**config.mk**
```make
export PLATFORM = sky130hd
export DESIGN_NAME = tevq_cell
export DESIGN_NICKNAME = d
export VERILOG_FILES = /design/src/rtl/core/tevq_pkg.sv /design/src/rtl/core/tevq_cell.sv
export SDC_FILE = /design/constraint.sdc
export NUM_CORES = 1
export LEC_CHECK = 0
export ABC_CLOCK_PERIOD_IN_PS = 3830
export BUFFER_PORTS_ARGS = -buffer_cell sky130_fd_sc_hd__clkbuf_2
export CORE_AREA = 5 5 216 218
export DETAILED_ROUTE_END_ITERATION = 6
export DIE_AREA = 0 0 221 223
export PLACE_DENSITY_LB_ADDON = 0.25
export SKIP_LAST_GASP = 1
export SLEW_MARGIN = 20
export SYNTH_ARGS = -nofsm -noshare
export SYNTH_HDL_FRONTEND = slang
export SYNTH_SLANG_ARGS = --single-unit
```
**constraint.sdc**
```tcl
create_clock -name aclk -period 3.83 [get_ports aclk]
set_clock_uncertainty 0.05 [all_clocks]
set_input_delay 0.1915 -clock aclk [delete_from_list [all_inputs] [get_ports aclk]]
set_output_delay 0.1915 -clock aclk [all_outputs]
set_load 0.02 [all_outputs]
```
**src/rtl/core/tevq_pkg.sv**
```systemverilog
package tevq_pkg;

    localparam int QUEUE_DEPTH = 16;
    localparam int MAX_OUT     = 16;
    localparam int CNT_W       = $clog2(QUEUE_DEPTH + 1);
    localparam int EMIT_W      = $clog2(MAX_OUT + 1);

    localparam logic [2:0] MODE_SCHEDULE   = 3'd0;
    localparam logic [2:0] MODE_REPLACE    = 3'd1;
    localparam logic [2:0] MODE_CANCEL_OBJ = 3'd2;
    localparam logic [2:0] MODE_CANCEL_REQ = 3'd3;
    localparam logic [2:0] MODE_TICK       = 3'd4;

    localparam logic [2:0] KIND_SCHEDULED  = 3'd0;
    localparam logic [2:0] KIND_DISPATCHED = 3'd1;
    localparam logic [2:0] KIND_CANCELED   = 3'd2;
    localparam logic [2:0] KIND_FULL       = 3'd3;
    localparam logic [2:0] KIND_REJECTED   = 3'd4;

    localparam logic [30:0] ID_MAX = 31'h7FFF_FFFF;

    typedef enum logic [1:0] {
        OP_HOLD   = 2'd0,
        OP_INSERT = 2'd1,
        OP_REMOVE = 2'd2,
        OP_POP    = 2'd3
    } cell_op_t;

    typedef struct packed {
        logic        valid;
        logic [31:0] due;
        logic [30:0] id;
        logic [31:0] obj;
        logic        pkind;
        logic [31:0] pval;
    } entry_t;

    typedef struct packed {
        cell_op_t    op;
        logic        by_object;
        logic        key_ok;
        logic [31:0] key;
        entry_t      new_entry;
    } cell_ctrl_t;

endpackage

```
**src/rtl/core/tevq_cell.sv**
```systemverilog
module tevq_cell import tevq_pkg::*; (
    input  logic       aclk,
    input  logic       aresetn,
    input  cell_ctrl_t ctrl,
    input  entry_t     left_entry,
    input  logic       left_lt,
    input  entry_t     right_entry,
    input  logic       match_in,
    output entry_t     entry,
    output logic       lt,
    output logic       match_out
);

    entry_t entry_reg;
    entry_t entry_next;
    logic   match;

    // Earlier due time than the entry being inserted; valid cells form a sorted prefix.
    assign lt    = entry_reg.valid && (entry_reg.due < ctrl.new_entry.due);
    assign match = entry_reg.valid && ctrl.key_ok &&
                   (ctrl.by_object ? (entry_reg.obj == ctrl.key)
                                   : (entry_reg.id == ctrl.key[30:0]));
    assign match_out = match_in | match;
    assign entry     = entry_reg;

    always_comb begin
        entry_next = entry_reg;
        unique case (ctrl.op)
            OP_HOLD: begin
                entry_next = entry_reg;
            end
            OP_INSERT: begin
                if (!lt) begin
                    entry_next = left_lt ? ctrl.new_entry : left_entry;
                end
            end
            OP_REMOVE: begin
                if (match_out) begin
                    entry_next = right_entry;
                end
            end
            OP_POP: begin
                entry_next = right_entry;
            end
            default: entry_next = entry_reg;
        endcase
    end

    always_ff @(posedge aclk) begin
        if (!aresetn) begin
            entry_reg <= '0;
        end else begin
            entry_reg <= entry_next;
        end
    end

endmodule

```
==> impl_metrics.tcl <==
set metrics [dict create \
    power.total_uw 4608 \
    cts_buffers 17 \
    synth_xor_area_share_pct 6.003 \
    grt_pass1_wl_um 62680 \
    synth_top_area_share_pct 28.10 \
    period_share_pct 76.37 \
    synth.area.top_cells "dfxtp_1, mux2i_1, nand2_1" \
    core_um2 44700 \
    path_clk_slew_ns 0.06 \
    final_common_cell "clkbuf_2" \
    synth_compound_area_share_pct 8.944 \
    setup_slack_ns 0.9052 \
    gp_congestion 0.9469 \
    synthMuxAreaShare_pct 28.10 \
    drt_pass1_iterations 4 \
    path_class "flop to flop" \
    vias 9930 \
    drv_slew 0 \
    antenna_cells 0 \
    rrSetupSlack_ns 0.91 \
    final_layout_size_suffix_gt1_share_pct 35.36 \
    maxSlewHeadroom_pct 42.91 \
    power_density_nw_per_um2 350.7 \
    worst_pin_slew_ns 0.8563 \
    wl_per_cell_um 18.14 \
    grt_overflow 0 \
    worstPathCellList "xor2_1 -> nor4_1 -> nand4_1 -> or4_1 -> a31oi_1 -> o21ai_4 -> buf_12 -> mux2i_1" \
    die_h_um 223 \
    vdd_drop_max_mv 0.1778 \
    grt_setup_unrepaired "no" \
    grt_util_met1_pct 20.21 \
    syn_to_final_growth_pct 42.95 \
    grt.met3_usage_pct 4.395 \
    io_pins 558 \
    dieArea_um2 49280 \
    startpoint_type "flop" \
    setup_viol 0 \
    routed_wl_um 41910 \
    place_area_um2 12540 \
    clk_latency_ns 0.43 \
    worstHoldPathType "input pin to flop" \
    num-fill-cells 4978 \
    postRouteAntennaNets 0 \
    cts_tree "yes" \
    clock_path_buffers 2 \
    p_leak_uw 0.006966 \
    ctsHtreeMaxLevel 4 \
    viasPerCell 4.297 \
    rows 78 \
    antenna_found_initial 0 \
    max_clock_freq_mhz 341.9 \
    portBuffers 557 \
    grt_pass1_vias 10370 \
    mostFrequentLayoutCells "clkbuf_2, nand2_1, mux2i_1, o21ai_0, dfxtp_1" \
    timing.critical_path.buf_inv 1 \
    grt_max_degree 133 \
    fin_area_um2 13140 \
    grtUsageTotal_pct 16.35 \
    crit_slowest_cell "or4_1" \
    synth_edf_count 0 \
    die-width_um 221 \
    drt_iter0_markers 468 \
    synthSimpleGateAreaFrac_pct 18.65 \
    status "completed" \
    yosysSeqAreaShare_pct 28.10 \
    path_max_fanout 44 \
    post_cts_buffers 0 \
    use_met2_pct 27.78 \
    cts-resized-gates 0 \
    max_stage_delay_ns 0.59 \
    synth_ff_type "dfxtp_1" \
    final_util_pct 29.39 \
    synth_cells 1193 \
    hold_buffers 0 \
    busiest_layer "met2" \
    nNetsFinal 2157 \
    critPathArrivalTime_ns 3.17 \
    netlist_area_um2 9191 \
    synth_cell_types 31 \
    fin_crit_ns 2.925 \
    initial_core_util_pct 20.56 \
    post-dp-hpwl_um 34550 \
    synth_top_family_by_area "multiplexers" \
    yosysWarnings 0 \
    hold_viol_final 0 \
    syn-num-nets 1651 \
    clock-root-buffer "clkbuf_16" \
    setup-tns-final_ns 0 \
    largest_register_ffs 129 \
    synth_top_cell_by_area "dfxtp_1" \
    maxCapViolCount 0 \
    ys_ff_latch 129 \
    pre_cts_slack_ns 0.8534 \
    syn_avg_cell_area_um2 7.704 \
    clkSinkCount 129 \
    crit_family "simple AND/OR/NAND/NOR gates" \
    required_ns 4.08 \
    drcViolationCount 0 \
    ys_async_sr_fraction_pct 0 \
    setup.worst_path.end_class "flop" \
    synthAdderAreaFrac_pct 4.220 \
]
-- cell type report --
cell class	count	area, µm²	area share, %
clock buffers	23	498.0	3.790
clock inverters	8	102.6	0.7809
inverters	33	123.9	0.9428
multi-input cells	944	6070	46.20
flip-flops and latches	129	2582	19.66
well taps	600	750.7	5.714
repair buffers	574	3012	22.92
-- power breakdown --
| part | internal, µW | total (µW) | switching [µW] |
|---|---|---|---|
| combinational | 561 | 1320 | 755 |
| sequential | 1460 | 1590 | 123 |
| clock | 1040 | 1710 | 663 |
-- per-stage QoR --
step                hold slack, ns  instances
finish                     0.07378       2311
global route               0.07145       2311
CTS                        0.03952       2311
detailed placement          0.4035       2280
global placement            0.3945       2280
floorplan                   0.4051       1193
-- Yosys cell counts, types with 2 or more instances --
library cell and instances:
nor2_1 7, xnor2_1 30, xor2_1 33, buf_6 13
inv_1 33, a21oi_1 11, nor4_1 10, dfxtp_1 129
o21ai_0 133, nor2b_1 2, buf_2 2, a21o_1 4
a211oi_1 2, clkbuf_1 68, nand4_1 15, nand2_1 394
mux2i_1 258, ha_1 31, buf_1 4, nand3_1 3
-- layer usage --
metal	wire (µm)	part of all wire, %
met3	2571	6.1
met2	19980	48
met4	1130	2.7
met5	0	0
met1	18230	43
-- cell families (layout without fill, tap and decap cells) --
kind of cell    after synthesis  count (layout)
simple gates                435             435
mux                         258             258
compound gates              157             157
flops                       129             129
buf+inv                     120             638
xor+xnor                     63              63
fa+ha+maj                    31              31
-- worst min-delay path: cells and delay by family --
kind / cells / cell delay (ns)
buffers and inverters: 1 / 0.08
multiplexers: 1 / 0.05
AO/OA/AOI/OAI: 1 / 0.07
AND/OR/NAND/NOR: 2 / 0.12
-- path summary, 6_finish.rpt --
kind	from	to	cells after the start
worst max-delay path	entry[57]	entry[112]	8
worst min-delay path	right_entry[16]	entry[16]	5
worst max register to register	entry[57]	entry[112]	8
worst min register to register	entry[31]	entry[31]	2
Note: power is estimated with default switching activity, not from simulation.
